==> src/hw/rtl/corner_bevel_subdivider_assert.svh <==
// Assertion macros used by the corner bevel subdivider controller.
`ifndef CORNER_BEVEL_SUBDIVIDER_ASSERT_SVH
`define CORNER_BEVEL_SUBDIVIDER_ASSERT_SVH

// Same-cycle implication under synchronous active-low reset.
`define CBS_ASSERT_IMPL(label, clk, rstn, ante, cons, msg) \
    label: assert property (@(posedge clk) disable iff (!(rstn)) (ante) |-> (cons)) \
        else $error(msg);

// Next-cycle implication under synchronous active-low reset.
`define CBS_ASSERT_NEXT(label, clk, rstn, ante, cons, msg) \
    label: assert property (@(posedge clk) disable iff (!(rstn)) (ante) |=> (cons)) \
        else $error(msg);

`endif

==> src/hw/rtl/cbs_pkg.sv <==
// Types, constants and command structs of the corner bevel subdivider.
`timescale 1ns / 1ps
`default_nettype none
package cbs_pkg;

    localparam int COORD_W        = 32;
    localparam int DIST_W         = 31;
    localparam int LEVELS_W       = 3;
    localparam int CFG_IDX_W      = 1;
    localparam int CFG_DATA_W     = 31;
    localparam int MAX_LEVELS_DEF = 6;
    localparam int SQRT_ITERS     = 32;
    localparam int DIV_ITERS      = 31;
    localparam int ITER_W         = 5;

    localparam logic [DIST_W-1:0]   BEVEL_DIST_RST = 31'd6554;
    localparam logic [LEVELS_W-1:0] LEVELS_RST     = 3'd1;

    typedef logic signed [COORD_W-1:0] coord_t;
    typedef logic [DIST_W-1:0]         dist_t;
    typedef coord_t [2:0]              vec3_t;
    typedef logic [1:0]                axis_t;

    typedef enum logic [CFG_IDX_W-1:0] {
        REG_BEVEL_DISTANCE = 1'b0,
        REG_SUBDIV_LEVELS  = 1'b1
    } cfg_reg_t;

    typedef enum logic [1:0] {
        PH_A    = 2'd0,
        PH_B    = 2'd1,
        PH_DIST = 2'd2
    } phase_t;

    typedef struct packed {
        coord_t prev_x;
        coord_t prev_y;
        coord_t prev_z;
        coord_t corner_x;
        coord_t corner_y;
        coord_t corner_z;
        coord_t next_x;
        coord_t next_y;
        coord_t next_z;
    } in_beat_t;

    typedef struct packed {
        coord_t out_x;
        coord_t out_y;
        coord_t out_z;
        logic   last_point;
    } out_beat_t;

    // Deferred right subtree: (a, b, next) and its distance
    typedef struct packed {
        vec3_t pa;
        vec3_t pb;
        vec3_t pn;
        dist_t span;
    } frame_t;

    typedef struct packed {
        logic   load_in;
        logic   diff;
        logic   scale;
        logic   sq_mul;
        logic   sq_acc;
        logic   sqrt_start;
        logic   d_mul;
        logic   div_start;
        logic   apply;
        logic   push;
        logic   pop_rd;
        logic   pop_ld;
        logic   out_load_a;
        logic   out_load_b;
        logic   out_last;
        phase_t phase;
        axis_t  axis;
    } dp_cmd_t;

    typedef struct packed {
        logic unit_done;
    } dp_stat_t;

endpackage
`default_nettype wire

==> src/hw/rtl/cbs_ctrl.sv <==
// Controller: sequences the node arithmetic, the frame stack and the point output.
`timescale 1ns / 1ps
`default_nettype none
module cbs_ctrl import cbs_pkg::*; #(
    parameter int MAX_LEVELS = MAX_LEVELS_DEF,
    localparam int AW        = (MAX_LEVELS > 1) ? $clog2(MAX_LEVELS) : 1,
    localparam int LW        = $clog2(MAX_LEVELS + 1),
    localparam int NW        = MAX_LEVELS + 1
) (
    input  wire logic                aclk,
    input  wire logic                aresetn,
    input  wire logic                s_valid,
    output logic                     s_ready,
    output logic                     m_valid,
    input  wire logic                m_ready,
    input  wire logic [LEVELS_W-1:0] levels_cfg,
    output dp_cmd_t                  cmd,
    input  wire dp_stat_t            stat,
    output logic [AW-1:0]            frame_addr
);

`include "corner_bevel_subdivider_assert.svh"

    typedef enum logic [3:0] {
        ST_IDLE, ST_DIFF, ST_SCALE, ST_SQ_MUL, ST_SQ_ACC, ST_SQRT_GO, ST_SQRT_WAIT,
        ST_D_MUL, ST_DIV_GO, ST_DIV_WAIT, ST_APPLY, ST_PUSH, ST_EMIT_A, ST_EMIT_B,
        ST_POP_RD, ST_POP_LD
    } state_t;

    state_t          state_reg, state_next;
    phase_t          phase_reg, phase_next;
    axis_t           axis_reg, axis_next;
    logic [LW-1:0]   level_reg, level_next;
    logic [AW-1:0]   depth_reg, depth_next;
    logic [NW-1:0]   n_reg, n_next, total_reg, total_next;
    logic            m_valid_reg, m_valid_next;
    logic [LW-1:0]   levels_eff;
    logic [NW-1:0]   n_inc;

    // Level of the subtree that starts after leaf pair number leaves
    function automatic logic [LW-1:0] resume_level(input logic [NW-2:0] leaves);
        logic [LW-1:0] tz;
        tz = '0;
        for (int i = NW - 2; i >= 0; i--) begin
            if (leaves[i]) begin
                tz = LW'(i);
            end
        end
        return tz + LW'(1);
    endfunction

    // Clamp the configured depth to 1..MAX_LEVELS
    always_comb begin
        if (levels_cfg == '0) begin
            levels_eff = LW'(1);
        end else if (int'(levels_cfg) > MAX_LEVELS) begin
            levels_eff = LW'(MAX_LEVELS);
        end else begin
            levels_eff = LW'(levels_cfg);
        end
    end

    assign n_inc = n_reg + NW'(1);

    // Next state and commands
    always_comb begin
        state_next   = state_reg;
        phase_next   = phase_reg;
        axis_next    = axis_reg;
        level_next   = level_reg;
        depth_next   = depth_reg;
        n_next       = n_reg;
        total_next   = total_reg;
        m_valid_next = m_valid_reg;
        cmd          = '0;
        cmd.phase    = phase_reg;
        cmd.axis     = axis_reg;

        unique case (state_reg)
            ST_IDLE: begin
                if (s_valid) begin
                    cmd.load_in = 1'b1;
                    level_next  = levels_eff;
                    total_next  = NW'(1) << levels_eff;
                    n_next      = '0;
                    depth_next  = '0;
                    phase_next  = PH_A;
                    state_next  = ST_DIFF;
                end
            end
            ST_DIFF: begin
                cmd.diff   = 1'b1;
                state_next = ST_SCALE;
            end
            ST_SCALE: begin
                cmd.scale  = 1'b1;
                axis_next  = 2'd0;
                state_next = ST_SQ_MUL;
            end
            ST_SQ_MUL: begin
                cmd.sq_mul = 1'b1;
                state_next = ST_SQ_ACC;
            end
            ST_SQ_ACC: begin
                cmd.sq_acc = 1'b1;
                if (axis_reg == 2'd2) begin
                    axis_next  = 2'd0;
                    state_next = ST_SQRT_GO;
                end else begin
                    axis_next  = axis_reg + 2'd1;
                    state_next = ST_SQ_MUL;
                end
            end
            ST_SQRT_GO: begin
                cmd.sqrt_start = 1'b1;
                state_next     = ST_SQRT_WAIT;
            end
            ST_SQRT_WAIT: begin
                if (stat.unit_done) begin
                    state_next = (phase_reg == PH_DIST) ? ST_PUSH : ST_D_MUL;
                end
            end
            ST_D_MUL: begin
                cmd.d_mul  = 1'b1;
                state_next = ST_DIV_GO;
            end
            ST_DIV_GO: begin
                cmd.div_start = 1'b1;
                state_next    = ST_DIV_WAIT;
            end
            ST_DIV_WAIT: begin
                if (stat.unit_done) begin
                    state_next = ST_APPLY;
                end
            end
            ST_APPLY: begin
                cmd.apply = 1'b1;
                if (axis_reg != 2'd2) begin
                    axis_next  = axis_reg + 2'd1;
                    state_next = ST_D_MUL;
                end else if (phase_reg == PH_A) begin
                    phase_next = PH_B;
                    state_next = ST_DIFF;
                end else if (level_reg > LW'(1)) begin
                    phase_next = PH_DIST;
                    state_next = ST_DIFF;
                end else begin
                    cmd.out_load_a = 1'b1;
                    cmd.out_last   = (n_inc == total_reg);
                    m_valid_next   = 1'b1;
                    state_next     = ST_EMIT_A;
                end
            end
            ST_PUSH: begin
                cmd.push   = 1'b1;
                depth_next = depth_reg + AW'(1);
                level_next = level_reg - LW'(1);
                phase_next = PH_A;
                state_next = ST_DIFF;
            end
            ST_EMIT_A: begin
                if (m_ready) begin
                    cmd.out_load_b = 1'b1;
                    cmd.out_last   = (n_inc + NW'(1) == total_reg);
                    n_next         = n_inc;
                    state_next     = ST_EMIT_B;
                end
            end
            ST_EMIT_B: begin
                if (m_ready) begin
                    n_next       = n_inc;
                    m_valid_next = 1'b0;
                    if (depth_reg == '0 || n_inc >= total_reg) begin
                        state_next = ST_IDLE;
                    end else begin
                        depth_next = depth_reg - AW'(1);
                        level_next = resume_level(n_inc[NW-1:1]);
                        state_next = ST_POP_RD;
                    end
                end
            end
            ST_POP_RD: begin
                cmd.pop_rd = 1'b1;
                state_next = ST_POP_LD;
            end
            ST_POP_LD: begin
                cmd.pop_ld = 1'b1;
                phase_next = PH_A;
                state_next = ST_DIFF;
            end
            default: begin
                state_next = ST_IDLE;
            end
        endcase
    end

    // State and registered outputs
    always_ff @(posedge aclk) begin
        if (!aresetn) begin
            state_reg   <= ST_IDLE;
            phase_reg   <= PH_A;
            axis_reg    <= 2'd0;
            level_reg   <= LW'(1);
            depth_reg   <= '0;
            n_reg       <= '0;
            total_reg   <= '0;
            m_valid_reg <= 1'b0;
        end else begin
            state_reg   <= state_next;
            phase_reg   <= phase_next;
            axis_reg    <= axis_next;
            level_reg   <= level_next;
            depth_reg   <= depth_next;
            n_reg       <= n_next;
            total_reg   <= total_next;
            m_valid_reg <= m_valid_next;
        end
    end

    assign s_ready    = (state_reg == ST_IDLE);
    assign m_valid    = m_valid_reg;
    assign frame_addr = depth_reg;

    `CBS_ASSERT_IMPL(a_idle_no_point, aclk, aresetn, s_ready, !m_valid_reg, "new corner with point pending")
    `CBS_ASSERT_IMPL(a_depth_range, aclk, aresetn, 1'b1, int'(depth_reg) < MAX_LEVELS, "stack overflow")
    `CBS_ASSERT_NEXT(a_b_follows_a, aclk, aresetn, state_reg == ST_EMIT_A && m_ready, state_reg == ST_EMIT_B && m_valid_reg, "point b not offered")
    `CBS_ASSERT_IMPL(a_level_nonzero, aclk, aresetn, state_reg != ST_IDLE, level_reg != '0, "level reached zero")
    `CBS_ASSERT_IMPL(a_done_in_wait, aclk, aresetn, stat.unit_done, state_reg == ST_SQRT_WAIT || state_reg == ST_DIV_WAIT, "unit done outside wait")

endmodule
`default_nettype wire
==> config.mk <==
export PLATFORM = sky130hd
export DESIGN_NAME = cbs_ctrl
export DESIGN_NICKNAME = d
export VERILOG_FILES = /design/src/hw/rtl/cbs_pkg.sv /design/src/hw/rtl/cbs_ctrl.sv
export VERILOG_INCLUDE_DIRS = /design/src /design/src/hw/rtl
export SDC_FILE = /design/constraint.sdc
export NUM_CORES = 1
export LEC_CHECK = 0
export BUFFER_PORTS_ARGS = -buffer_cell sky130_fd_sc_hd__buf_2
export CAP_MARGIN = 10
export CORE_MARGIN = 2
export CORE_UTILIZATION = 25
export CTS_CLUSTER_DIAMETER = 30
export DETAILED_ROUTE_END_ITERATION = 8
export PLACE_DENSITY_LB_ADDON = 0.08
export SLEW_MARGIN = 30
export SYNTH_ARGS = -nofsm -noshare
export SYNTH_HDL_FRONTEND = slang
export SYNTH_SLANG_ARGS = --single-unit
==> constraint.sdc <==
create_clock -name aclk -period 7.25 [get_ports aclk]
set_input_delay 0.725 -clock aclk [delete_from_list [all_inputs] [get_ports aclk]]
set_output_delay 0.725 -clock aclk [all_outputs]
set_load 0.02 [all_outputs]
; ---- After elaboration in Yosys (flattened, before gate mapping)
; Cells that the tools add are included.
[totals]
regBits = 29
inputBits = 8
elab_cells = 140
[op_classes]
n_addsub = 7
magnitude_cmp = 3
eq_ne = 32
n_shift = 1
n_mux = 70
reduce_logical = 19
[op_table]
columns = op, count
row1 = one-hot mux 4 bit (15 select lines), 1
row2 = 2-to-1 mux 3 bit, 18
row3 = 2-to-1 mux 4 bit, 10
row4 = == test 4 bit (second input constant), 8
row5 = 2-to-1 mux 1 bit, 25
row6 = inequality test 2 bit (second input constant), 11
row7 = one-hot mux 3 bit (3 select lines), 2
row8 = == test 4 x 3 -> 1 bit (second input constant), 4
row9 = adder 7 x 1 -> 7 bit (second input constant), 2
row10 = == test 7 bit, 2
row11 = 2-to-1 mux 2 bit, 7
row12 = 2-to-1 mux 7 bit, 2
row13 = one-hot mux 7 bit (2 select lines), 1
row14 = one-hot mux 2 bit (3 select lines), 2
row15 = AND reduction 5 bit, 2
row16 = nonzero test 3 bit, 3
row17 = == test 4 x 2 -> 1 bit (second input constant), 2
row18 = AND reduction 4 bit, 2
row19 = greater-or-equal comparator 7 bit, 1
row20 = << shifter 1 x 3 -> 7 bit (first input constant), 1
row21 = adder 3 x 1 -> 3 bit (second input constant), 2
row22 = logical NOT 3 bit, 2
row23 = subtractor 3 x 1 -> 3 bit (second input constant), 2
row24 = == test 2 bit (second input constant), 2
row25 = 14 further kinds, 18

; ---- Longest topological paths before layout
; Gate-level depths: netlist (run 1).
[depth]
depth_word = 14
ltp_mapped = 13
ltp_nobuf = 11

; ---- Worst setup path after synthesis (run 1)
; No wires, ideal clock.
[synth_timing]
path_kind = register -> output
start = reg n_reg[1]
end = out cmd[4] in the netlist's numbering
arrival_time_ns = 2.186
path_slack_ns = 4.339
path_stages_with_launch = 10
path_cell_list = dfxtp_1 > ha_1 > buf_2 > and4_1 > nand2_1 > xnor2_2 > ha_1 > nand4_1 > or3_1 > o31ai_1
[synth_lines]
columns = element, line_no
row1 = from (decl), cbs_ctrl.sv:35  ; logic [NW-1:0] n_reg, n_next, total_reg, total_next;
row2 = from (signal assigned), cbs_ctrl.sv:214  ; n_reg <= n_next;
row3 = to (decl), cbs_ctrl.sv:17  ; output dp_cmd_t cmd,

==> results.yml, run 1 <==
status:
  outcome: "completed"
timing:
  min_period_over_period_pct: 52.1
  period_minus_slack_ns: 3.78
  finalHoldViolCount: 0
  fin_setup_tns_ns: 0
  fmax_mhz: 265
  grt_setup_unrepaired: "no"
  setup_violations: 0
  whs_ns: 0.455
  drv_slew: 0
  tightest_slew_ns: 0.802
  finClkSkew_ns: 0.0131
  max_slew_margin_pct: 46.5
worst_hold_path:
  hp-start: "total_reg[6]"
  min_to: "total_reg[6]"
  worstHoldPathCells: 2
  hp-class: "reg2reg"
route:
  vias_per_cell: 4.78
  wl_um: 7470
  ant_nets: 0
  firstDrtPassIters: 4
  drc_errors: 0
  dr_total_vias: 2329
  drt_iter0_markers: 103
  wl_per_cell_um: 15.3
place:
  numPlacedInstances: 479
  port_buffers: 31
  gp_congestion: 0.775
  post-dp-hpwl_um: 5630
critical_path:
  cp_max_fo: 10
  crit_arrival_ns: 3.06
  r2r_end: "frame_addr[2]"
  critical_path.max_stage_delay_ns: 0.51
  required_ns: 6.52
  cp_common_cell: "ha_1"
  r2r.worst_path.cells: 11
  slowest_stage: "dfxtp_1"
  cp-startpoint: "n_reg[0]"
  path_cells: "ha_1 -> and4_1 -> nand2_1 -> xnor2_2 -> ha_1 -> nand4_1 -> or3_1 -> o31ai_1 -> buf_2"
  cp-start-kind: "flop"
  ff2ff_setup_slack_ns: 3.86
  r2r_start: "n_reg[0]"
  criticalPathCategory: "reg2out"
  crit_path_end_kind: "output port"
power:
  peakVddDrop_mv: 0.0642
  p_leak_nw: 1.19
  p_per_area_mw_per_mm2: 141
  finalPower_mw: 0.408
floorplanning:
  num_rows: 37
  die_y_um: 106
  die_w_um: 106
  core_area_mm2: 0.0102
  boundaryPins: 32
  die_area_mm2: 0.0111
  initial_core_util_pct: 25.3
logic_synthesis:
  synthesis.area_mm2: 0.00258
  syn_inst: 330
  async_flop_share_pct: 0
  synth.avg_cell_area_um2: 7.81
  synth_edf_count: 0
  syn_nets: 354
  synthFlopType: "dfxtp_1"
  ys_types: 72
  yosysSeqAreaShare_pct: 22.5
  synth.ff_latch_count: 29
  yosys_warnings: 0
cts:
  cts_buffers: 5
  clockRootBuffer: "clkbuf_8"
  clk_pin_slew_ns: 0.07
  cts.repair.resized: 0
  cts_buffer_depth: 2
  htreeDepth: 2
  insertion_delay_ns: 0.29
  post_cts_buffers: 0
  hold_buffers: 0
  clkSinkCount: 29
  cts_tree: "done"
grt:
  antenna_found_initial: 0
  grt_pass1_wl_um: 12400
  grt_usage_pct: 14.0
  grt_pass1_vias: 2358
  grt_remaining_overflow: 0
  grt_max_degree: 26
final_layout:
  num_antenna_cells: 0
  fillers: 1180
  layout.nets: 374
  multi_input_area_mm2: 0.00177
  areaGrowthSynthToFinish_pct: 12.5
  seq_area_um2: 581
  drive_gt1_share_pct: 17.9
  fin_cells: 487
flow_run:
  max-cap-violations: 0
worst max-delay path by stage:
| stage | to | slack [ns] | cells after the start |
|---|---|---|---|
| 2_1_floorplan | cmd[4] | 4.34 | 9 |
| 3_3_place_gp | cmd[4] | 3.92 | 9 |
| 3_5_place_dp | cmd[4] | 3.80 | 9 |
| 4_1_cts | cmd[4] | 3.48 | 9 |
| 5_1_grt | cmd[4] | 3.29 | 9 |
| 6_report | cmd[4] | 3.47 | 9 |
layer usage:
metal | up-vias | GRT usage, % | part of all wire (%)
met5 | - | 0 | 0
met4 | 0 | 4.51 | 1.5
met3 | 9 | 2.16 | 2.1
met2 | 30 | 23.4 | 45
met1 | 1078 | 18.4 | 51
li1 | 1212 | - | -
logic make-up after synthesis:
kind of cell | count (synthesis) | share of synthesized area (%)
and+or+nand+nor | 134 | 28.3
buffers and inverters | 45 | 8.88
muxes | 4 | 1.55
DFF | 29 | 22.5
AOI/OAI and AO/OA | 84 | 22.8
adders and majority gates | 17 | 8.45
xor gates and xnor gates | 17 | 7.52
layout make-up:
| class | instances | share of cell area (%) |
|---|---|---|
| multi-input cells | 256 | 61.0 |
| repair buffers | 33 | 5.87 |
| flip-flops and latches | 29 | 20.0 |
| well taps | 136 | 5.87 |
| clock inverters | 1 | 1.04 |
| inverters | 25 | 3.24 |
| clock buffers | 7 | 2.98 |
synthesized netlist by cell type (all sizes together), types with 5 or more instances:
library cell	number	share of area, %
xnor2	12	4.4
a21oi	36	7.1
ha	15	7.3
nor2	34	5.2
o21ai	10	2.1
nor3	11	2.6
or3	8	1.9
nand2	30	4.5
dfxtp	29	23
nand2b	6	1.5
nor2b	6	1.6
buf	15	4.5
a211oi	6	2.6
xor2	5	3.2
inv	25	3.6
nand3	9	1.9
and3	8	2.3
clkbuf	5	0.78
power by group:
group | internal [mW] | switching, mW | leakage (nW) | total [mW]
Sequential | 0.163 | 0.00375 | 0.235 | 0.167
Combinational | 0.0209 | 0.0382 | 0.892 | 0.0592
Clock | 0.112 | 0.0702 | 0.0585 | 0.182
critical path: cells and delay by family, from the launching register on:
kind	cells	cell delay (ns)
AND/OR/NAND/NOR	4	0.94
adder cells (fa/ha/maj)	2	0.83
flip-flops	1	0.51
XOR/XNOR	1	0.21
buffers and inverters	1	0.20
AO/OA/AOI/OAI	1	0.08
metrics by stage:
step | setup slack, ns | area, µm² | utilization [%]
floorplan | 4.34 | 2580 | -
global placement | 3.92 | 2780 | 27.3
detailed placement | 3.80 | 2780 | 27.3
CTS | 3.48 | 2900 | 28.5
global route | 3.29 | 2900 | 28.5
finish | 3.47 | 2900 | 28.5
placed cells by master, fill, tap and decap left out, types with 3 or more instances in the layout:
cell	n
a22oi_1	3
inv_1	23
dfxtp_1	29
xnor2_1	11
nor2b_1	5
a211oi_1	3
a21oi_1	35
nand3_1	8
and3_1	6
nor3_1	10
nand2b_1	6
clkbuf_8	6
xor2_1	3
ha_1	15
or3_1	8
nand2_1	29
nor4b_1	3
buf_2	31
nand3b_1	3
o31ai_1	3
nor2_1	33
a31oi_1	3
a21o_1	3
mux2i_1	4
o21ai_0	8
Note: power is estimated with default switching activity, not from simulation.
==> run 2, diff against run 1 <==
clock period = 4 ns   (was 7.25 ns; I/O delays follow)
==> run 2 against run 1 <==
Against the previous run: first-iteration DRC count decreased by 1.9%; cell count shrank 0.21%; core utilization shrank 0.29 points; sequential share of layout area is 0.21 points higher; clock skew shrank 0.0075 ns; worst hold slack worse by 0.020 ns; combinational power increased by 68%; register-to-register slack got worse by 3.3 ns; design area decreased by 1.0%; die area is the same; worst setup slack worse by 2.9 ns.
==> results.yml, run 2 (same netlist as run 1, synthesis figures left out) <==
status:
  outcome: "completed"
cts:
  cts_buffers: 5
  clkSinkCount: 29
  clk_pin_slew_ns: 0.07
  htreeDepth: 2
  clockRootBuffer: "clkbuf_8"
  insertion_delay_ns: 0.28
  post_cts_buffers: 0
  cts.repair.resized: 0
  hold_buffers: 0
  cts_tree: "done"
  cts_buffer_depth: 2
final_layout:
  num_antenna_cells: 0
  stdcell_area_mm2: 0.00287
  fin_cells: 486
  areaGrowthSynthToFinish_pct: 11.3
  final_cell_mix: "a21oi_1 (35), nor2_1 (33), buf_2 (31)"
  drive_gt1_share_pct: 17.7
  layout.nets: 374
  layout_commonest_cell: "a21oi_1"
floorplanning:
  core_area_mm2: 0.0102
  boundaryPins: 32
  num_rows: 37
  die_w_um: 106
  die_y_um: 106
  die_area_mm2: 0.0111
  initial_core_util_pct: 25.3
power:
  p_seq_share_pct: 46.7
  internal_power_mw: 0.469
  finalPower_mw: 0.662
  p_sw_mw: 0.193
  peakVddDrop_mv: 0.0861
  swShare_pct: 29.1
  p_leak_nw: 1.17
  combPwrFrac_pct: 15.0
  p_per_area_mw_per_mm2: 231
  clkPwrFrac_pct: 38.2
route:
  dr_total_vias: 2339
  firstDrtPassIters: 4
  vias_per_cell: 4.81
  drt_iter0_markers: 101
  wl_um: 7500
  drc_errors: 0
  ant_nets: 0
  wl_per_cell_um: 15.4
worst_hold_path:
  hp-class: "in2reg"
timing:
  drv_slew: 0
  fin_setup_tns_ns: 0
  tightest_slew_ns: 0.885
  finalHoldViolCount: 0
  setup_violations: 0
  finClkSkew_ns: 0.00562
  grt_setup_unrepaired: "no"
  min_period_over_period_pct: 85.5
  fmax_mhz: 292
  period_minus_slack_ns: 3.42
  max_slew_margin_pct: 40.9
critical_path:
  path_cells: "ha_1 -> and4_1 -> nand2_1 -> xnor2_2 -> ha_1 -> nand4_1 -> or3_1 -> o31ai_1 -> buf_2"
  crit_path_end_kind: "output port"
  cp_common_cell: "ha_1"
  cp-start-kind: "flop"
  crit_arrival_ns: 3.02
  required_ns: 3.60
  critical_path.max_stage_delay_ns: 0.52
  cp_max_fo: 10
  slowest_stage: "dfxtp_1"
  criticalPathCategory: "reg2out"
grt:
  grt_remaining_overflow: 0
  grt_usage_pct: 14.2
  grt_max_degree: 26
  grt_pass1_vias: 2344
  antenna_found_initial: 0
  grt_pass1_wl_um: 12600
place:
  dpl-instance-area_mm2: 0.00278
  gp_congestion: 0.786
  numPlacedInstances: 479
  port_buffers: 31
  post-dp-hpwl_um: 5610
flow_run:
  max-cap-violations: 0
## run 2: critical path: cells and delay by family, from the launching register on
family	cells	cell delay, ns
flip-flops	1	0.52
buffers and inverters	1	0.20
AND/OR/NAND/NOR	4	0.92
adder cells (fa/ha/maj)	2	0.81
AO/OA/AOI/OAI	1	0.08
XOR/XNOR	1	0.21
## run 2: worst paths after layout
kind                    to  slack [ns]          from  depth (start not counted)
min           level_reg[2]        0.44       aresetn                          2
max reg2reg  frame_addr[2]        0.61      n_reg[0]                         11
max                 cmd[4]        0.58      n_reg[0]                          9
min reg2reg   total_reg[6]        0.45  total_reg[6]                          2
## run 2: layer usage
metal,share of wire (%),global-route usage [%],vias up,wire (µm)
met4,0.96,3.67,0,72
met3,3.0,2.23,7,228
met1,49,19.2,1083,3700
met5,0,0,-,0
met2,47,23.6,46,3500
li1,-,-,1203,-
## run 2: layout make-up
| cell class | instances | area (µm²) |
|---|---|---|
| inverter | 25 | 93.8 |
| sequential | 29 | 581 |
| timing repair buffer | 33 | 170 |
| tap | 136 | 170 |
| fill | 1152 | 7320 |
| clock buffer | 7 | 86.3 |
| multi-input combinational | 256 | 1770 |
## run 2: metrics by stage
stage | setup WS, ns | hold slack (ns) | util [%]
3_3_place_gp | 0.690 | 0.446 | 27.3
3_5_place_dp | 0.617 | 0.445 | 27.3
5_1_grt | 0.314 | 0.435 | 28.2
2_1_floorplan | 1.20 | 0.432 | -
6_report | 0.581 | 0.435 | 28.2
4_1_cts | 0.564 | 0.424 | 28.2
## run 2: power by group through the flow
stage	Clock [mW]	Combinational (mW)	Sequential [mW]
after floorplan	0	0.0811	0.307
after global placement	0	0.101	0.316
after detailed placement	0	0.100	0.316
after CTS	0.268	0.101	0.309
after global routing	0.279	0.112	0.311
final	0.253	0.0996	0.309
